**src/rtl/bvb_pkg.sv**
```systemverilog
package bvb_pkg;

  // Volume limits
  localparam int MAX_COLS  = 256;
  localparam int MAX_ROWS  = 256;
  localparam int MAX_BANDS = 256;

  // Register data width, fixed by the register map
  localparam int DIM_W  = 9;
  localparam int DIMX_W = DIM_W + 1;

  localparam int COL_W  = $clog2(MAX_COLS);
  localparam int ROW_W  = $clog2(MAX_ROWS);
  localparam int BAND_W = $clog2(MAX_BANDS);

  localparam int PLANE_DEPTH = MAX_COLS * MAX_ROWS;
  localparam int PLANE_AW    = $clog2(PLANE_DEPTH);
  localparam int PLANE_W     = $clog2(PLANE_DEPTH + 1);
  localparam int LEAD_W      = $clog2(PLANE_DEPTH + MAX_COLS + 2);

  // Register map
  localparam int CFG_IDX_W = 2;
  localparam logic [CFG_IDX_W-1:0] REG_COLS  = CFG_IDX_W'(0);
  localparam logic [CFG_IDX_W-1:0] REG_ROWS  = CFG_IDX_W'(1);
  localparam logic [CFG_IDX_W-1:0] REG_BANDS = CFG_IDX_W'(2);

  localparam logic [DIM_W-1:0] RESET_DIM = DIM_W'(256);

  // Result queue
  localparam int FIFO_DEPTH = 4;
  localparam int FIFO_AW    = $clog2(FIFO_DEPTH);
  localparam int FIFO_CW    = $clog2(FIFO_DEPTH + 1);

  // Dimension in use: zero counts as one, anything above the limit as the limit
  function automatic logic [DIM_W-1:0] eff_dim(input logic [DIM_W-1:0] r,
                                               input int unsigned maxv);
    logic [DIM_W-1:0] res;
    res = r;
    if (r == '0) begin
      res = DIM_W'(1);
    end else if (32'(r) > maxv) begin
      res = DIM_W'(maxv);
    end
    return res;
  endfunction

  localparam logic [DIM_W-1:0] RESET_EFF_C = eff_dim(RESET_DIM, MAX_COLS);
  localparam logic [DIM_W-1:0] RESET_EFF_R = eff_dim(RESET_DIM, MAX_ROWS);
  localparam logic [DIM_W-1:0] RESET_EFF_B = eff_dim(RESET_DIM, MAX_BANDS);
  localparam logic [PLANE_W-1:0] RESET_PLANE =
    PLANE_W'(int'(RESET_EFF_C) * int'(RESET_EFF_R));

  typedef struct packed {
    logic req_type;
    logic voxel;
  } in_item_t;

  typedef struct packed {
    logic border;
    logic last;
  } out_item_t;

  // One item on its way from the sequencer into the history stores
  typedef struct packed {
    logic                voxel;
    logic [PLANE_AW-1:0] plane_addr;
    logic [COL_W-1:0]    col_addr;
    logic                emit;
    logic                interior;
    logic                last;
  } tag_t;

endpackage

```
**src/rtl/bvb_ctrl.sv**
```systemverilog
module bvb_ctrl (
  input  logic                           clk,
  input  logic                           rst_n,
  input  logic                           cfg_valid,
  output logic                           cfg_ready,
  input  logic [bvb_pkg::CFG_IDX_W-1:0]  cfg_index,
  input  logic [bvb_pkg::DIM_W-1:0]      cfg_data,
  input  logic                           accept,
  input  bvb_pkg::in_item_t              in_data,
  output logic                           tag_valid,
  output bvb_pkg::tag_t                  tag
);
  import bvb_pkg::*;

  logic [DIM_W-1:0]    eff_c_r, eff_r_r, eff_b_r;
  logic [PLANE_W-1:0]  plane_r;
  logic [COL_W-1:0]    col_ptr_r;
  logic [ROW_W-1:0]    row_ptr_r;
  logic [BAND_W-1:0]   band_r;
  logic [PLANE_AW-1:0] plane_ptr_r;
  logic                in_done_r;
  logic [LEAD_W-1:0]   lead_r;
  logic [COL_W-1:0]    out_col_r;
  logic [ROW_W-1:0]    out_row_r;
  logic [BAND_W-1:0]   out_band_r;

  logic [DIM_W-1:0]    new_c, new_r, new_b;
  logic [2*DIM_W-1:0]  prod;
  logic [PLANE_W-1:0]  plane_nxt;
  logic                idx_ok;
  logic [LEAD_W-1:0]   lead_len;
  logic                primed, enter, restart;
  logic                col_wrap, row_wrap, band_end, plane_wrap;
  logic                oc_end, or_end, ob_end, out_last, interior;

  assign cfg_ready = 1'b1;

  always_comb begin
    new_c  = eff_c_r;
    new_r  = eff_r_r;
    new_b  = eff_b_r;
    idx_ok = 1'b1;
    case (cfg_index)
      REG_COLS:  new_c = eff_dim(cfg_data, MAX_COLS);
      REG_ROWS:  new_r = eff_dim(cfg_data, MAX_ROWS);
      REG_BANDS: new_b = eff_dim(cfg_data, MAX_BANDS);
      default:   idx_ok = 1'b0;
    endcase
    prod      = {{DIM_W{1'b0}}, new_c} * {{DIM_W{1'b0}}, new_r};
    plane_nxt = PLANE_W'(prod);
  end

  always_comb begin
    lead_len   = LEAD_W'(plane_r) + LEAD_W'(eff_c_r) + 1'b1;
    primed     = (lead_r == lead_len);
    enter      = accept && !(in_data.req_type && !in_done_r);
    col_wrap   = (DIM_W'(col_ptr_r) == eff_c_r - 1'b1);
    row_wrap   = (DIM_W'(row_ptr_r) == eff_r_r - 1'b1);
    band_end   = (DIM_W'(band_r) == eff_b_r - 1'b1);
    plane_wrap = (PLANE_W'(plane_ptr_r) == plane_r - 1'b1);
    oc_end     = (DIM_W'(out_col_r) == eff_c_r - 1'b1);
    or_end     = (DIM_W'(out_row_r) == eff_r_r - 1'b1);
    ob_end     = (DIM_W'(out_band_r) == eff_b_r - 1'b1);
    out_last   = oc_end && or_end && ob_end;
    // away from every outer face
    interior   = (out_col_r != '0) &&
                 (DIMX_W'(out_col_r) + DIMX_W'(2) <= DIMX_W'(eff_c_r)) &&
                 (out_row_r != '0) &&
                 (DIMX_W'(out_row_r) + DIMX_W'(2) <= DIMX_W'(eff_r_r)) &&
                 (out_band_r != '0) &&
                 (DIMX_W'(out_band_r) + DIMX_W'(2) <= DIMX_W'(eff_b_r));
    restart    = (cfg_valid && idx_ok) || (enter && primed && out_last);

    tag_valid       = enter;
    tag.voxel       = in_data.voxel & ~in_done_r;
    tag.plane_addr  = plane_ptr_r;
    tag.col_addr    = col_ptr_r;
    tag.emit        = primed;
    tag.interior    = interior;
    tag.last        = out_last;
  end

  always_ff @(posedge clk) begin
    if (!rst_n) begin
      eff_c_r     <= RESET_EFF_C;
      eff_r_r     <= RESET_EFF_R;
      eff_b_r     <= RESET_EFF_B;
      plane_r     <= RESET_PLANE;
      col_ptr_r   <= '0;
      row_ptr_r   <= '0;
      band_r      <= '0;
      plane_ptr_r <= '0;
      in_done_r   <= 1'b0;
      lead_r      <= '0;
      out_col_r   <= '0;
      out_row_r   <= '0;
      out_band_r  <= '0;
    end else begin
      if (cfg_valid && idx_ok) begin
        eff_c_r <= new_c;
        eff_r_r <= new_r;
        eff_b_r <= new_b;
        plane_r <= plane_nxt;
      end
      if (restart) begin
        col_ptr_r   <= '0;
        row_ptr_r   <= '0;
        band_r      <= '0;
        plane_ptr_r <= '0;
        in_done_r   <= 1'b0;
        lead_r      <= '0;
        out_col_r   <= '0;
        out_row_r   <= '0;
        out_band_r  <= '0;
      end else if (enter) begin
        if (!primed) begin
          lead_r <= lead_r + 1'b1;
        end
        plane_ptr_r <= plane_wrap ? '0 : plane_ptr_r + 1'b1;
        if (col_wrap) begin
          col_ptr_r <= '0;
          row_ptr_r <= row_wrap ? '0 : row_ptr_r + 1'b1;
          if (row_wrap && !in_done_r) begin
            if (band_end) begin
              in_done_r <= 1'b1;
            end else begin
              band_r <= band_r + 1'b1;
            end
          end
        end else begin
          col_ptr_r <= col_ptr_r + 1'b1;
        end
        if (primed) begin
          if (oc_end) begin
            out_col_r <= '0;
            if (or_end) begin
              out_row_r  <= '0;
              out_band_r <= out_band_r + 1'b1;
            end else begin
              out_row_r <= out_row_r + 1'b1;
            end
          end else begin
            out_col_r <= out_col_r + 1'b1;
          end
        end
      end
    end
  end

endmodule

```
**config.mk**
```make
export PLATFORM = sky130hd
export DESIGN_NAME = bvb_ctrl
export DESIGN_NICKNAME = d
export VERILOG_FILES = /design/src/rtl/bvb_pkg.sv /design/src/rtl/bvb_ctrl.sv
export SDC_FILE = /design/constraint.sdc
export NUM_CORES = 1
export LEC_CHECK = 0
export ABC_AREA = 1
export BUFFER_PORTS_ARGS = -buffer_cell sky130_fd_sc_hd__buf_4
export CAP_MARGIN = 5
export CORE_ASPECT_RATIO = 0.7
export CORE_UTILIZATION = 50
export DETAILED_ROUTE_END_ITERATION = 6
export PLACE_DENSITY = 0.76
export SETUP_SLACK_MARGIN = 0.5
export SYNTH_ARGS = -nofsm -noshare
export SYNTH_HDL_FRONTEND = slang
export SYNTH_SLANG_ARGS = --single-unit
```
**constraint.sdc**
```tcl
create_clock -name clk -period 7.8 [get_ports clk]
set_input_delay 1.17 -clock clk [delete_from_list [all_inputs] [get_ports clk]]
set_output_delay 1.17 -clock clk [all_outputs]
set_load 0.01 [all_outputs]
```
==> flow_summary.ini, run 1 <==
[global_routing]
grt_use_total = 0.298
grt.overflow.total = 0
grt_use_met3 = 0.0567
grt_pass1_vias = 11935
grt_use_met1 = 0.437
grt_use_met2 = 0.444
grt_max_degree = 42
top_usage_layer = met2
antenna_found_initial = 1
grt_pass1_wl_um = 62700

[critical_path]
criticalPathCategory = in -> reg
rr_worst_depth = 17
cp.required_ns = 8.11
cp-start-kind = primary input
cp-end-kind = flip-flop
crit_fanout = 17
cp.arrival_ns = 6.56
rrSetupSlack_ns = 2.30

[cells_and_area]
nFillCells = 2483
utilization = 0.562
area_growth_pct = 8.46
final_net_count = 2164
finalNonFillerCells = 2345
drive_gt1_frac = 0.0649
diodes = 0

[cts]
cts-root-buf = clkbuf_16
clock_sinks = 126
clock_path_buffers = 2
cts_buffers = 17
cts-hold-fix-buffers = 0
htreeDepth = 4
cts_setup_buffers = 0
cts_tree = yes
insertion_delay_ns = 0.43
cts_resized = 0
cts.clk_slew.worst_paths_ns = 0.06

[drt]
first_pass_iters = 6
initialDrtViolationCount = 1364
avgRoutedWirePerCell_um = 16.7
num_vias = 13214
drtAntennaViolNets = 0
drc = 0
wirelength_um = 39200
via_per_inst = 5.63

[hold_path]
whs_path_depth = 2
hp-class = reg -> reg

[floorplan]
fp.coreArea_um2 = 25100
fp-row-count = 48
die-area_um2 = 26700
fp.dieH_um = 137
io_pins = 47
chipWidth_um = 195
initial_utilization = 0.518

[power_and_ir_drop]
irDropWorstVdd_uv = 187
p_leak_nw = 6.69
p_per_area_nw_per_um2 = 149

[sta]
fin_skew_ns = 0.00733
relSlewSlack = 0.309
tns_ns = 0
rsz0062_at_grt = no
tightest_slew_ns = 1.03
setup_violations = 0
fmax_mhz = 160
period_needed_ns = 6.25
final_hold_viol_count = 0
timing.hold.ws_ns = 0.480
timing.final.crit_share = 0.801
maxSlewViolCount = 0

[logic_synthesis]
synth_top_cell_by_area = dfxtp_1
ys_seq_area_frac = 0.194
synth.area.top_cells = dfxtp_1 (19%), nand2_1 (13%), inv_1 (9.1%)
ys_ff_latch = 126
yosysMostFrequentCell = nand2_1
synth_nets = 2153
netlist_area_um2 = 13000
yosysWarnings = 0
synth_commonest_cells = nand2_1 (462), inv_1 (314), nor2_1 (203)
avgSynthCellArea_um2 = 6.52
netlist.area_leader.share = 0.194
dominantRegCellSynth = dfxtp_1
synth_cell_types = 54
async_flop_share = 0
synth_edf_count = 0
netlist_instances = 1996

[status]
status = complete, no violations

[flow_run]
cap_violations = 0

[place]
io_buffers = 45
placed_cells = 2313
gp_congestion = 0.939
dp_hpwl_um = 31100
sequential cells by signal (all words and copies together), names as in the netlist:
signal,cells
eff_c_r,9
col_ptr_r,8
out_row_r,8
plane_r,17
in_done_r,1
row_ptr_r,8
plane_ptr_r,16
eff_b_r,9
out_col_r,8
lead_r,17
band_r,8
out_band_r,8
eff_r_r,9
per-layer routing:
metal,share of wire,up-vias
met3,0.099,57
li1,-,6413
met2,0.42,592
met4,0.017,0
met5,0,-
met1,0.47,6152
metrics by stage:
| step | cell area, µm² | total power (W) | worst slack [ns] |
|---|---|---|---|
| 2_1_floorplan | 13000 | 0.00107 | 1.97 |
| 3_3_place_gp | 13500 | 0.00118 | 1.33 |
| 3_5_place_dp | 13500 | 0.00119 | 1.23 |
| 4_1_cts | 14100 | 0.00210 | 1.67 |
| 5_1_grt | 14100 | 0.00220 | 1.13 |
| 6_report | 14100 | 0.00210 | 1.55 |
layout make-up:
class | instances | area, µm² | area share
clock inverters | 14 | 214 | 0.0152
inverters | 320 | 1200 | 0.0851
well taps | 325 | 407 | 0.0288
multi-input cells | 1493 | 8960 | 0.635
repair buffers | 49 | 368 | 0.0261
flip-flops and latches | 126 | 2520 | 0.179
clock buffers | 18 | 439 | 0.0311
critical path, cell delays in order:
cell and delay (ns):
buf_4 0.12, nor2_1 0.69, o21ai_0 0.54, inv_1 0.30, nand2_1 0.11, fa_1 0.52, inv_1 0.05, fa_1 0.49
inv_1 0.05, fa_1 0.47, fa_1 0.55, inv_1 0.04, ha_1 0.34, inv_1 0.10, o21ai_0 0.07, a31oi_1 0.24
inv_1 0.11, a21oi_1 0.25, o21a_1 0.17, or2_2 0.10, a31oi_1 0.06
report_power, final:
part           switching, W  internal (W)
registers         0.0000335      0.000658
clock network      0.000332      0.000577
logic              0.000330      0.000169
kinds of logic (layout without fill, tap and decap cells):
logic type | count (synthesis) | in the layout | share of synthesized area
buf+inv | 377 | 401 | 0.117
compound gates | 222 | 222 | 0.0944
xor+xnor | 136 | 136 | 0.0926
other cells | 1 | 1 | 0.000288
simple gates | 994 | 994 | 0.338
flops | 126 | 126 | 0.194
fa+ha+maj | 140 | 140 | 0.164
placed cells by master (no fill, tap or decap), types with 15 or more instances in the layout:
cell / synthesis / layout
nand2_1: 462 / 462
inv_1: 314 / 314
nor2_1: 203 / 203
nand3_1: 177 / 177
dfxtp_1: 126 / 126
a21oi_1: 109 / 109
xor2_1: 101 / 101
ha_1: 90 / 90
o21ai_0: 58 / 58
nand4_1: 53 / 53
fa_1: 50 / 50
buf_4: 8 / 49
xnor2_1: 34 / 34
nor3_1: 27 / 27
clkbuf_16: 0 / 17
nand3b_1: 15 / 15
o22ai_1: 15 / 15
worst paths after layout:
| check | startpoint | endpoint |
|---|---|---|
| setup / recovery | cfg_index[1] | plane_r[14] |
| setup reg to reg | eff_c_r[1] | plane_r[14] |
| hold / removal | out_band_r[7] | out_band_r[7] |
| hold reg to reg | out_band_r[7] | out_band_r[7] |
Power figures use the tool's default switching activity.
==> inputs of run 2 (changes only) <==
Clock period 7.8 ns to 6.06 ns, I/O delays scaled along.
==> run 2 against run 1 <==
Against the previous run:
- first-iteration DRC count is 1.2% lower
- combinational power is 35% higher
- via count is 0.95% lower
- final area is 1.7% higher
- die area stayed put
- worst setup slack worse by 0.81 ns
- total power is 27% higher
- sequential power is 29% higher
- largest cell class unchanged
- clock skew is 0.0028 ns higher
==> flow_summary.ini, run 2 (synthesis results as in run 1) <==
[status]
status = complete, no violations

[cts]
clock_sinks = 126
cts.clk_slew.worst_paths_ns = 0.06
cts_tree = yes
insertion_delay_ns = 0.44
clock_path_buffers = 2
cts_buffers = 17
cts-hold-fix-buffers = 0
cts-root-buf = clkbuf_16
htreeDepth = 4

[floorplan]
chipWidth_um = 195
io_pins = 47
initial_utilization = 0.518
fp.dieH_um = 137
die-area_um2 = 26700
fp-row-count = 48
fp.coreArea_um2 = 25100

[sta]
relSlewSlack = 0.292
final_hold_viol_count = 0
period_needed_ns = 5.32
setup_ws_ns = 0.740
fin_skew_ns = 0.0101
rsz0062_at_grt = no
tightest_slew_ns = 1.05
setup_violations = 0
fmax_mhz = 188
maxSlewViolCount = 0
timing.final.crit_share = 0.878

[drt]
drc = 0
initialDrtViolationCount = 1348
drtAntennaViolNets = 0
first_pass_iters = 6
via_per_inst = 5.52
avgRoutedWirePerCell_um = 16.5
wirelength_um = 39200
num_vias = 13089

[power_and_ir_drop]
pwr-share-comb = 0.252
power_frac_seq = 0.332
irDropWorstVdd_uv = 251
p_int_w = 0.00178
switching_share = 0.335
switching_power_w = 0.000896
p_leak_nw = 6.80
p_per_area_nw_per_um2 = 186
finalPower_w = 0.00268
pwr-share-clk = 0.416

[global_routing]
grt_use_total = 0.294
antenna_found_initial = 0
grt.overflow.total = 0
grt_max_degree = 41
grt_pass1_wl_um = 61900
grt_pass1_vias = 11746

[place]
gp_congestion = 0.950
dp_hpwl_um = 31000
io_buffers = 45
place_ws_ns = -0.0104

[critical_path]
cp.required_ns = 6.43
cp-end-kind = flip-flop
cp-start-kind = primary input
cp.arrival_ns = 5.69
crit_fanout = 7
criticalPathCategory = in -> reg

[flow_run]
cap_violations = 0

[cells_and_area]
final_cell_mix = nand2_1 (461), inv_1 (310), nor2_1 (200)
drive_gt1_frac = 0.0845
final_common_cell = nand2_1
reg_top3 = lead_r: 17 flops, plane_r: 17 flops, plane_ptr_r: 16 flops
diodes = 0
area_growth_pct = 10.3
final_net_count = 2192

[hold_path]
hp-class = reg -> reg
## run 2: area by class of cell
class,instances,area [µm²]
clock buffer,21,450
clock inverter,10,163
fill,2434,10800
inverter,320,1200
multi-input combinational,1493,9030
sequential,126,2520
tap,325,407
timing repair buffer,77,578
## run 2: per-layer routing
layer  vias to the layer above  wire [µm]  part of all wire  track usage
met5                         -          0                 0            0
met4                         0        764             0.020       0.0857
met3                        64       3700             0.095       0.0769
met2                       548      15800              0.40        0.422
met1                      6015      18900              0.48        0.427
li1                       6462          -                 -            -
## run 2: repair_timing
action / CTS / global route
pin swaps: 0 / 1
endpoints found under the setup margin: 2 / 9
gates cloned: 0 / 0
gates resized for setup: 1 / 25
buffers inserted: 0 / 2
## run 2: critical path: stages
cell	delay, ns
buf_4	0.12
nor4_2	0.26
nand2_1	0.10
inv_1	0.07
nor2_1	0.04
inv_2	0.10
nand2_2	0.11
nand2_1	0.07
o21ai_0	0.12
inv_1	0.15
nand2_1	0.09
fa_1	0.54
inv_1	0.05
fa_1	0.46
fa_1	0.49
inv_1	0.05
fa_1	0.52
inv_1	0.04
ha_1	0.34
inv_1	0.12
nor3_2	0.25
a21oi_2	0.11
o21a_1	0.18
or2_2	0.27
a31oi_1	0.11
## run 2: through the flow
step	util	TNS [ns]	instances	area, µm²	hold WS, ns
6_report	0.572	0	2372	14300	0.481
5_1_grt	0.572	0	2372	14300	0.487
4_1_cts	0.568	0	2370	14300	0.480
3_5_place_dp	0.544	-0.0104	2339	13700	0.471
3_3_place_gp	0.544	0	2339	13700	0.449
2_1_floorplan	-	0	1996	13000	0.438
## run 2: final timing paths
check / cells past startpoint / slack (ns) / endpoint / startpoint
max reg2reg: 17 / 1.04 / plane_r[14] / eff_c_r[1]
min: 2 / 0.48 / out_band_r[7] / out_band_r[7]
max: 25 / 0.74 / plane_r[14] / cfg_data[4]
min reg2reg: 2 / 0.48 / out_band_r[7] / out_band_r[7]
## run 2: power by group through the flow
stage	clock network [W]	logic (W)	registers [W]
after floorplan	0	0.000497	0.000879
after global placement	0	0.000634	0.000903
after detailed placement	0	0.000644	0.000904
after CTS	0.00111	0.000650	0.000886
after global routing	0.00115	0.000755	0.000889
final	0.00111	0.000675	0.000888
