**src/rtl/bvb_pkg.sv**
```systemverilog
package bvb_pkg;

  // Volume limits
  localparam int MAX_COLS  = 256;
  localparam int MAX_ROWS  = 256;
  localparam int MAX_BANDS = 256;

  // Register data width, fixed by the register map
  localparam int DIM_W  = 9;
  localparam int DIMX_W = DIM_W + 1;

  localparam int COL_W  = $clog2(MAX_COLS);
  localparam int ROW_W  = $clog2(MAX_ROWS);
  localparam int BAND_W = $clog2(MAX_BANDS);

  localparam int PLANE_DEPTH = MAX_COLS * MAX_ROWS;
  localparam int PLANE_AW    = $clog2(PLANE_DEPTH);
  localparam int PLANE_W     = $clog2(PLANE_DEPTH + 1);
  localparam int LEAD_W      = $clog2(PLANE_DEPTH + MAX_COLS + 2);

  // Register map
  localparam int CFG_IDX_W = 2;
  localparam logic [CFG_IDX_W-1:0] REG_COLS  = CFG_IDX_W'(0);
  localparam logic [CFG_IDX_W-1:0] REG_ROWS  = CFG_IDX_W'(1);
  localparam logic [CFG_IDX_W-1:0] REG_BANDS = CFG_IDX_W'(2);

  localparam logic [DIM_W-1:0] RESET_DIM = DIM_W'(256);

  // Result queue
  localparam int FIFO_DEPTH = 4;
  localparam int FIFO_AW    = $clog2(FIFO_DEPTH);
  localparam int FIFO_CW    = $clog2(FIFO_DEPTH + 1);

  // Dimension in use: zero counts as one, anything above the limit as the limit
  function automatic logic [DIM_W-1:0] eff_dim(input logic [DIM_W-1:0] r,
                                               input int unsigned maxv);
    logic [DIM_W-1:0] res;
    res = r;
    if (r == '0) begin
      res = DIM_W'(1);
    end else if (32'(r) > maxv) begin
      res = DIM_W'(maxv);
    end
    return res;
  endfunction

  localparam logic [DIM_W-1:0] RESET_EFF_C = eff_dim(RESET_DIM, MAX_COLS);
  localparam logic [DIM_W-1:0] RESET_EFF_R = eff_dim(RESET_DIM, MAX_ROWS);
  localparam logic [DIM_W-1:0] RESET_EFF_B = eff_dim(RESET_DIM, MAX_BANDS);
  localparam logic [PLANE_W-1:0] RESET_PLANE =
    PLANE_W'(int'(RESET_EFF_C) * int'(RESET_EFF_R));

  typedef struct packed {
    logic req_type;
    logic voxel;
  } in_item_t;

  typedef struct packed {
    logic border;
    logic last;
  } out_item_t;

  // One item on its way from the sequencer into the history stores
  typedef struct packed {
    logic                voxel;
    logic [PLANE_AW-1:0] plane_addr;
    logic [COL_W-1:0]    col_addr;
    logic                emit;
    logic                interior;
    logic                last;
  } tag_t;

endpackage

```
**src/rtl/bvb_fifo.sv**
```systemverilog
module bvb_fifo (
  input  logic               clk,
  input  logic               rst_n,
  input  logic               push,
  input  bvb_pkg::out_item_t push_data,
  input  logic               out_stall,
  output logic               out_valid,
  output bvb_pkg::out_item_t out_data,
  output logic               no_room
);
  import bvb_pkg::*;

  out_item_t          slot_r [FIFO_DEPTH];
  logic [FIFO_AW-1:0] wr_ptr_r, rd_ptr_r;
  logic [FIFO_CW-1:0] count_r;
  logic               pop;

  assign out_valid = (count_r != '0);
  assign out_data  = slot_r[rd_ptr_r];
  assign pop       = out_valid && !out_stall;
  // room kept for the entry already in flight
  assign no_room   = (count_r == FIFO_CW'(FIFO_DEPTH)) ||
                     (push && (count_r == FIFO_CW'(FIFO_DEPTH - 1)));

  always_ff @(posedge clk) begin
    if (push) begin
      slot_r[wr_ptr_r] <= push_data;
    end
  end

  always_ff @(posedge clk) begin
    if (!rst_n) begin
      wr_ptr_r <= '0;
      rd_ptr_r <= '0;
      count_r  <= '0;
    end else begin
      if (push) begin
        wr_ptr_r <= wr_ptr_r + 1'b1;
      end
      if (pop) begin
        rd_ptr_r <= rd_ptr_r + 1'b1;
      end
      count_r <= count_r + FIFO_CW'(push) - FIFO_CW'(pop);
    end
  end

endmodule

```
**config.mk**
```make
export PLATFORM = sky130hd
export DESIGN_NAME = bvb_fifo
export DESIGN_NICKNAME = d
export VERILOG_FILES = /design/src/rtl/bvb_pkg.sv /design/src/rtl/bvb_fifo.sv
export SDC_FILE = /design/constraint.sdc
export NUM_CORES = 1
export LEC_CHECK = 0
export BUFFER_PORTS_ARGS = -buffer_cell sky130_fd_sc_hd__buf_2
export CORE_AREA = 5 5 42 44
export CTS_BUF_LIST = sky130_fd_sc_hd__clkbuf_4 sky130_fd_sc_hd__clkbuf_8
export DETAILED_ROUTE_END_ITERATION = 8
export DIE_AREA = 0 0 47 49
export PLACE_DENSITY = 0.78
export SLEW_MARGIN = 30
export SYNTH_ARGS = -nofsm -noshare
export SYNTH_HDL_FRONTEND = slang
export SYNTH_SLANG_ARGS = --single-unit
```
**constraint.sdc**
```tcl
create_clock -name clk -period 4.6 [get_ports clk]
set_input_delay 0.23 -clock clk [delete_from_list [all_inputs] [get_ports clk]]
set_output_delay 0.23 -clock clk [all_outputs]
set_load 0.005 [all_outputs]
```
==> results.py, run 1 <==
metrics = {
    "route": {
        "ant_nets": 0,
        "wl_per_cell_um": 12.1,
        "dr.first_iter.drc_count": 1,
        "viasPerCell": 4.86,
        "wirelength_mm": 1.07,
        "dr.pass1.iters": 3,
        "drc": 0,
        "vias": 428,
    },
    "clock_tree": {
        "cts_buffers": 3,
        "root_buffer": "clkbuf_4",
        "cts_hold_buf": 0,
        "cts_num_sinks": 17,
        "h-tree-depth": 1,
        "clock_latency_ps": 280,
        "cts_resized": 0,
        "cts_tree": "done",
        "clk_pin_slew_ps": 90,
        "cts_buffer_depth": 2,
        "cts_setup_buffers": 0,
    },
    "final_layout": {
        "final.fill_count": 128,
        "final_core_util_pct": 61.0,
        "seq_area_um2": 420,
        "final_layout_size_suffix_gt1_share_pct": 22.2,
        "area_growth_syn_to_layout_pct": 12.2,
        "multi_input_area_um2": 315,
        "diodes": 0,
        "finalNetCount": 86,
    },
    "power_and_ir_drop": {
        "p_leak_nw": 0.354,
        "p_per_area_nw_per_um2": 477,
        "internal-power_uw": 282,
        "power_frac_seq_pct": 49.8,
        "swShare_pct": 30.8,
        "ir_drop_uv": 331,
        "p_clk_share_pct": 18.5,
        "p_sw_uw": 126,
        "p_comb_share_pct": 31.6,
    },
    "setup_path": {
        "required_ps": 4770,
        "rr_worst_depth": 9,
        "worst_r2r_startpoint": "count_r[2]",
        "r2r-end": "count_r[2]",
        "worst_setup_path_end_kind": "flip-flop",
        "reg2reg_slack_ps": 2400,
        "crit_fanout": 5,
        "critPathCapture": "count_r[2]",
        "critPathLaunchType": "flip-flop",
        "cp-startpoint": "count_r[2]",
        "critical_path_class": "flip-flop to flip-flop",
        "arrival_ps": 2380,
    },
    "timing": {
        "worstMarginPinSlew_ps": 266,
        "finalCriticalPeriod_ps": 2200,
        "rsz0062_at_grt": "no",
        "relSlewSlack_pct": 82.2,
        "fin_skew_ps": 4.78,
        "setup_tns_ps": 0,
        "maxSlewViolCount": 0,
        "final-hold-violation-count": 0,
        "setup_viol": 0,
        "fin_crit_sh_pct": 47.9,
        "fmax_ghz": 0.454,
    },
    "yosys": {
        "ys_top_cells_by_area": "edfxtp_1 32%, dfxtp_1 24%, ha_1 9.9%, and2_1 6.6%, mux4_2 5.9%",
        "synth_commonest_cells": "9 x dfxtp_1, 8 x and2_1, 8 x edfxtp_1",
        "syn_avg_cell_area_um2": 12.9,
        "ys_seq_area_share_pct": 55.2,
        "synth_edf_count": 8,
        "netlist_area_um2": 762,
        "synth_seq_cells": 17,
        "syn_nets": 72,
        "synth_top_area_share_pct": 31.5,
        "yosysWarnings": 0,
        "synth_flop_cell": "dfxtp_1",
        "synth_cell_type_count": 20,
        "netlist_instances": 59,
        "ys_async_sr_fraction_pct": 0,
        "yosys.area.top_type": "edfxtp_1",
        "synth_most_common_cell": "dfxtp_1",
    },
    "floorplanning": {
        "die_w_um": 47,
        "num_rows": 14,
        "start_util_pct": 54.4,
        "die_h_um": 49,
        "dieArea_um2": 2300,
        "pin_count": 10,
        "core_area_um2": 1400,
    },
    "grt": {
        "grt_remaining_overflow": 0,
        "grt_max_degree": 11,
        "grt_use_total_pct": 11.5,
        "antenna_found_initial": 0,
        "grt_pass1_vias": 412,
        "grt_pass1_wl_mm": 1.81,
    },
    "outcome": {
        "outcome": "complete, no violations",
    },
    "place": {
        "hpwl_um": 892,
        "place_congestion": 0.741,
        "portBuffers": 9,
    },
    "min_path": {
        "hp-class": "input pin to flip-flop",
    },
    "job": {
        "cap_violations": 0,
    },
}
[power groups by stage]
| stage | clock [mW] | combinational (mW) | sequential [mW] |
|---|---|---|---|
| after floorplan | 0 | 0.0936 | 0.201 |
| after global placement | 0 | 0.120 | 0.205 |
| after detailed placement | 0 | 0.132 | 0.207 |
| after CTS | 0.0789 | 0.132 | 0.204 |
| after global routing | 0.0885 | 0.148 | 0.207 |
| final | 0.0756 | 0.129 | 0.203 |
[logic make-up after synthesis]
logic type                 Yosys count  share of synthesized area, %
xor gates and xnor gates             3                          3.45
adders and majority gates            7                          12.5
buffers and inverters                7                          3.45
AOI/OAI and AO/OA                    4                          3.28
muxes                                4                          8.54
and+or+nand+nor                     17                          13.6
DFF                                 17                          55.2
[how the worst min path moves through the flow]
stage	cells past startpoint	end	from
after global placement	1	slot_r[2][1]	push_data[1]
after global routing	1	slot_r[2][1]	push_data[1]
final	1	slot_r[2][1]	push_data[1]
after detailed placement	1	slot_r[0][1]	push_data[1]
after floorplan	0	slot_r[0][0]	push_data[0]
after CTS	1	slot_r[3][1]	push_data[1]
[layout make-up]
class | count | area share, %
flip-flops and latches | 17 | 49.2
clock buffers | 3 | 2.64
well taps | 16 | 2.34
clock inverters | 1 | 0.586
repair buffers | 9 | 5.27
inverters | 7 | 3.07
multi-input cells | 35 | 36.9
[worst max-delay path, cell delays in order, from the launching register on]
cell and delay, ps:
dfxtp_1 370, nor3_2 300, nor2_1 90, ha_1 280, inv_1 40, ha_1 180
fa_1 380, xor2_1 170, xnor2_1 120, and2_1 170
[metrics by stage]
stage / hold WS, ps / instance area, µm² / std cells / power, mW / worst slack (ps)
3_5_place_dp: 447 / 827 / 84 / 0.339 / 2390
5_1_grt: 135 / 855 / 88 / 0.444 / 2280
4_1_cts: 148 / 855 / 88 / 0.414 / 2380
6_report: 160 / 855 / 88 / 0.408 / 2400
2_1_floorplan: 329 / 762 / 59 / 0.295 / 2600
3_3_place_gp: 454 / 827 / 84 / 0.325 / 2510
[cell usage in the layout (no fill, tap or decap), types with 2 or more instances in the layout]
cell type | synthesis | final
a21boi_1 | 2 | 2
inv_1 | 7 | 7
dfxtp_1 | 9 | 9
nand3_1 | 2 | 2
mux2i_1 | 2 | 2
buf_2 | 0 | 9
and2_1 | 8 | 8
o21ai_0 | 2 | 2
ha_1 | 6 | 6
xor2_1 | 2 | 2
clkbuf_4 | 0 | 3
mux4_2 | 2 | 2
edfxtp_1 | 8 | 8
[routing by layer]
layer,vias up,share of wire [%],global-route usage (%)
li1,225,-,-
met1,196,39,13.1
met2,5,56,17.6
met3,2,3.7,3.32
met4,0,1.3,8.29
met5,-,0,0
(Power assumes the default switching activity.)
==> inputs of run 2 (changes only) <==
--- a/config.mk
+++ b/config.mk
@@ -6,11 +6,11 @@
 export NUM_CORES = 1
 export LEC_CHECK = 0
 export BUFFER_PORTS_ARGS = -buffer_cell sky130_fd_sc_hd__buf_2
-export CORE_AREA = 5 5 42 44
+export CORE_AREA = 5 5 45 47
 export CTS_BUF_LIST = sky130_fd_sc_hd__clkbuf_4 sky130_fd_sc_hd__clkbuf_8
 export DETAILED_ROUTE_END_ITERATION = 8
-export DIE_AREA = 0 0 47 49
-export PLACE_DENSITY = 0.78
+export DIE_AREA = 0 0 50 52
+export PLACE_DENSITY = 0.71
 export SLEW_MARGIN = 30
 export SYNTH_ARGS = -nofsm -noshare
 export SYNTH_HDL_FRONTEND = slang
==> constraint.sdc (replaced) <==
create_clock -name clk -period 2 [get_ports clk]
set_input_delay 0.1 -clock clk [delete_from_list [all_inputs] [get_ports clk]]
set_output_delay 0.1 -clock clk [all_outputs]
set_load 0.005 [all_outputs]
==> run 2 against run 1 <==
  * Sequential share of layout area decreased by 1.9 points
  * Setup slack got worse by 2300 ps
  * Design area increased by 4.2%
  * Die area increased by 13%
  * Utilization decreased by 5.8 points
  * Flip-flop and latch count unchanged
  * Clock skew about the same
  * Via count increased by 6.8%
  * Highest routed layer unchanged
  * Routed wire length decreased by 1.1%
  * Hold slack got worse by 130 ps
==> results.py, run 2 (synthesized netlist as in run 1, its figures left out) <==
metrics = {
    "final_layout": {
        "final_core_util_pct": 55.2,
        "diodes": 0,
        "final_cell_mix": "9 x buf_2, 8 x and2_1, 8 x dfxtp_1, 8 x edfxtp_1, 7 x inv_1",
        "multi_input_area_um2": 324,
        "seq_area_um2": 422,
        "final_layout_size_suffix_gt1_share_pct": 28.0,
        "layout.cells.non_filler": 92,
        "final_common_cell": "buf_2",
        "final.fill_count": 151,
        "finalNetCount": 89,
        "area_growth_syn_to_layout_pct": 16.9,
    },
    "clock_tree": {
        "cts_buffer_depth": 2,
        "cts_hold_buf": 0,
        "root_buffer": "clkbuf_4",
        "cts_buffers": 3,
        "clk_pin_slew_ps": 90,
        "clock_latency_ps": 290,
        "cts_tree": "done",
        "cts_num_sinks": 17,
        "h-tree-depth": 1,
        "cts_setup_buffers": 0,
    },
    "place": {
        "hpwl_um": 838,
        "place_congestion": 0.769,
        "post-place-ws_ps": 15.1,
        "portBuffers": 9,
        "dp.cells": 88,
    },
    "floorplanning": {
        "die_w_um": 50,
        "num_rows": 15,
        "start_util_pct": 47.2,
        "pin_count": 10,
        "die_h_um": 52,
        "dieArea_um2": 2600,
        "core_area_um2": 1610,
    },
    "timing": {
        "fmax_ghz": 0.517,
        "relSlewSlack_pct": 84.4,
        "worstMarginPinSlew_ps": 231,
        "finalCriticalPeriod_ps": 1930,
        "final-hold-violation-count": 0,
        "maxSlewViolCount": 0,
        "fin_crit_sh_pct": 96.7,
        "setup_viol": 0,
        "fin_skew_ps": 4.52,
        "rsz0062_at_grt": "yes",
        "setup_slack_ps": 66.4,
    },
    "grt": {
        "grt_use_total_pct": 10.0,
        "grt_max_degree": 10,
        "antenna_found_initial": 0,
        "grt_pass1_vias": 488,
        "grt_remaining_overflow": 0,
        "grt_pass1_wl_mm": 1.94,
    },
    "route": {
        "wl_per_cell_um": 11.5,
        "wirelength_mm": 1.06,
        "dr.pass1.iters": 4,
        "viasPerCell": 4.97,
        "vias": 457,
        "ant_nets": 0,
        "drc": 0,
        "dr.first_iter.drc_count": 10,
    },
    "setup_path": {
        "critPathLaunchType": "flip-flop",
        "arrival_ps": 2120,
        "critical_path_class": "flip-flop to flip-flop",
        "crit_fanout": 3,
        "required_ps": 2190,
        "worst_setup_path_end_kind": "flip-flop",
    },
    "job": {
        "cap_violations": 0,
    },
    "power_and_ir_drop": {
        "ir_drop_uv": 592,
        "fin_total_pwr_mw": 1.00,
        "p_leak_nw": 0.371,
        "p_per_area_nw_per_um2": 1120,
    },
    "min_path": {
        "hp-class": "input pin to flip-flop",
    },
    "outcome": {
        "outcome": "complete, no violations",
    },
}
-- run 2: worst paths after layout --
path,depth (start not counted),end,startpoint,slack (ps)
min reg2reg,2,flip-flop,rd_ptr_r[1],480
max reg2reg,9,count_r[2],count_r[0],70
min,1,slot_r[0][1],push_data[1],30
max,9,count_r[2],count_r[0],70
-- run 2: final cells by class --
cell class,count,share of cell area [%]
Clock buffer,4,3.37
Inverter,7,2.95
Multi-Input combinational cell,35,36.4
Sequential cell,17,47.3
Tap cell,17,2.39
Timing Repair Buffer,12,7.58
-- run 2: worst max-delay path, cell delays in order (launching register included) --
cell,delay [ps]
dfxtp_2,350
nor3_4,180
nor2_1,60
ha_1,260
inv_1,40
ha_1,180
fa_2,340
xor2_1,160
xnor2_1,120
and2_1,150
-- run 2: what timing repair did --
item	4_1_cts	5_1_grt
setup endpoints to repair	1	1
pin swaps	1	1
resized for setup	0	3
endpoints found under the hold margin	0	0
-- run 2: metal layers --
layer  wire [µm]  GRT usage (%)  part of all wire (%)
met5           0              0                     0
met4          39           6.11                   3.7
met3          72           4.01                   6.8
met2         475           15.3                    45
met1         467           11.6                    44
-- run 2: power breakdown --
part | internal (mW) | switching [mW]
clock | 0.0911 | 0.0983
combinational | 0.195 | 0.149
sequential | 0.422 | 0.0448
total | 0.708 | 0.292
-- run 2: stage by stage --
step / hold WS (ps) / area, µm² / setup TNS, ps
after floorplan: 199 / 762 / 0
after detailed placement: 326 / 851 / 0
after global routing: 16.2 / 891 / -72.8
after global placement: 323 / 851 / 0
final: 25.1 / 891 / 0
after CTS: 18.0 / 881 / 0
==> inputs of run 3 (changes only) <==
--- a/config.mk
+++ b/config.mk
@@ -5,12 +5,13 @@
 export SDC_FILE = /design/constraint.sdc
 export NUM_CORES = 1
 export LEC_CHECK = 0
+export ABC_AREA = 1
 export BUFFER_PORTS_ARGS = -buffer_cell sky130_fd_sc_hd__buf_2
 export CORE_AREA = 5 5 45 47
 export CTS_BUF_LIST = sky130_fd_sc_hd__clkbuf_4 sky130_fd_sc_hd__clkbuf_8
 export DETAILED_ROUTE_END_ITERATION = 8
 export DIE_AREA = 0 0 50 52
-export PLACE_DENSITY = 0.71
+export PLACE_DENSITY = 0.72
 export SLEW_MARGIN = 30
 export SYNTH_ARGS = -nofsm -noshare
 export SYNTH_HDL_FRONTEND = slang
==> run 3 against run 2 <==
  * Maximum frequency is 13% higher
  * Register-to-register slack better by 220 ps
  * Area after synthesis is 1.3% higher
  * Setup slack better by 220 ps
  * Combinational power is 6.4% lower
  * Utilization is 1.6 points lower
  * Critical endpoint unchanged
==> results.py, run 3 <==
metrics = {
    "outcome": {
        "outcome": "complete, no violations",
    },
    "floorplanning": {
        "num_rows": 15,
        "die_w_um": 50,
        "start_util_pct": 47.8,
        "dieArea_um2": 2600,
        "die_h_um": 52,
        "pin_count": 10,
        "core_area_um2": 1610,
    },
    "clock_tree": {
        "cts_hold_buf": 0,
        "cts_buffers": 3,
        "h-tree-depth": 1,
        "root_buffer": "clkbuf_4",
        "cts_buffer_depth": 2,
        "clk_pin_slew_ps": 100,
        "clock_latency_ps": 290,
        "cts_tree": "done",
        "cts_resized": 0,
        "cts_setup_buffers": 0,
        "cts_num_sinks": 17,
    },
    "job": {
        "cap_violations": 0,
    },
    "yosys": {
        "synth_most_common_cell": "inv_1",
        "netlist_area_um2": 772,
        "yosys.area.top_type": "edfxtp_1",
        "netlist_instances": 83,
        "synth_seq_cells": 17,
        "synth_edf_count": 8,
        "synth_top_area_share_pct": 31.1,
        "yosysWarnings": 0,
        "synth_cell_type_count": 13,
        "synth_commonest_cells": "18 x inv_1, 11 x nand2_1, 9 x dfxtp_1, 9 x nor2_1, 8 x edfxtp_1",
        "ys_top_cells_by_area": "edfxtp_1 31%, dfxtp_1 23%, ha_1 9.7%, inv_1 8.8%, nand2_1 5.3%",
        "syn_avg_cell_area_um2": 9.30,
        "ys_seq_area_share_pct": 54.5,
        "ys_async_sr_fraction_pct": 0,
        "syn_nets": 96,
        "synth_flop_cell": "dfxtp_1",
    },
    "route": {
        "wirelength_mm": 1.08,
        "wl_per_cell_um": 9.53,
        "drc": 0,
        "dr.first_iter.drc_count": 10,
        "vias": 535,
        "viasPerCell": 4.73,
        "ant_nets": 0,
        "dr.pass1.iters": 4,
    },
    "setup_path": {
        "required_ps": 2190,
        "arrival_ps": 1900,
        "crit_fanout": 4,
        "worst_r2r_startpoint": "count_r[0]",
        "critPathLaunchType": "flip-flop",
        "critical_path_class": "flip-flop to flip-flop",
        "cp-startpoint": "count_r[0]",
        "worst_setup_path_end_kind": "flip-flop",
    },
    "grt": {
        "grt_pass1_vias": 483,
        "grt_remaining_overflow": 0,
        "grt_max_degree": 11,
        "grt_use_total_pct": 9.26,
        "grt_pass1_wl_mm": 1.84,
        "antenna_found_initial": 0,
    },
    "min_path": {
        "hp-class": "input pin to flip-flop",
        "min_from": "push_data[0]",
    },
    "final_layout": {
        "finalNetCount": 110,
        "final_cell_area_um2": 866,
        "final_layout_size_suffix_gt1_share_pct": 17.7,
        "final.fill_count": 142,
        "final_common_cell": "inv_1",
        "area_growth_syn_to_layout_pct": 12.2,
        "diodes": 0,
        "final_cell_mix": "18 x inv_1, 11 x nand2_1, 9 x nor2_1, 9 x dfxtp_1, 9 x buf_2",
    },
    "place": {
        "place_congestion": 0.711,
        "post-place-ws_ps": 303,
        "portBuffers": 9,
        "hpwl_um": 870,
        "dpl-instance-area_um2": 838,
    },
    "power_and_ir_drop": {
        "p_leak_nw": 0.417,
        "ir_drop_uv": 588,
        "fin_total_pwr_uw": 955,
        "p_per_area_nw_per_um2": 1100,
    },
    "timing": {
        "final-hold-violation-count": 0,
        "rsz0062_at_grt": "no",
        "finalCriticalPeriod_ps": 1710,
        "maxSlewViolCount": 0,
        "relSlewSlack_pct": 85.1,
        "setup_viol": 0,
        "setup_tns_ps": 0,
        "fin_crit_sh_pct": 85.5,
        "fin_skew_ps": 8.61,
        "setup_slack_ps": 290,
        "whs_ps": 24.2,
        "worstMarginPinSlew_ps": 223,
        "fmax_ghz": 0.585,
    },
}
run 3: cell type report:
cell class | count | area [µm²] | area share [%]
Timing Repair Buffer | 9 | 45.0 | 5.20
Sequential cell | 17 | 420 | 48.6
Clock buffer | 3 | 22.5 | 2.60
Inverter | 18 | 67.6 | 7.80
Clock inverter | 1 | 5.00 | 0.578
Multi-Input combinational cell | 48 | 284 | 32.8
Tap cell | 17 | 21.3 | 2.46
run 3: kinds of logic (layout without fill, tap and decap cells):
kind of cell	count (synthesis)	after routing	share of synthesized area [%]
simple gates	26	26	14.3
compound gates	15	15	10.2
flops	17	17	54.5
buf+inv	18	31	8.75
fa+ha+maj	7	7	12.3
run 3: critical path: stages, from the launching register on:
cell     delay [ps]
dfxtp_1         350
nor2_2          140
a21oi_1          80
ha_1            270
inv_1            40
ha_1            180
fa_1            380
a21oi_1         130
nor2_1           50
run 3: per-layer routing:
layer	routed length (µm)	up-vias	track usage [%]
met4	24	0	5.24
met5	0	-	0
met3	53	4	2.58
met2	518	9	15.9
li1	-	289	-
met1	481	233	10.1
run 3: path summary, 6_finish.rpt:
check                           slack, ps  depth (start not counted)            to
worst min-delay path                   20                          1  slot_r[2][0]
worst max-delay path                  290                          8    count_r[2]
worst min register to register        500                          2   rd_ptr_r[0]
worst max register to register        290                          8    count_r[2]
run 3: power breakdown:
| group | switching [mW] | internal [mW] |
|---|---|---|
| clock network | 0.101 | 0.0743 |
| registers | 0.0378 | 0.420 |
| logic | 0.186 | 0.135 |
run 3: through the flow:
step / cells / utilization [%]
2_1_floorplan: 83 / -
3_3_place_gp: 109 / 51.9
3_5_place_dp: 109 / 51.9
6_report: 113 / 53.6
4_1_cts: 113 / 53.6
5_1_grt: 113 / 53.6
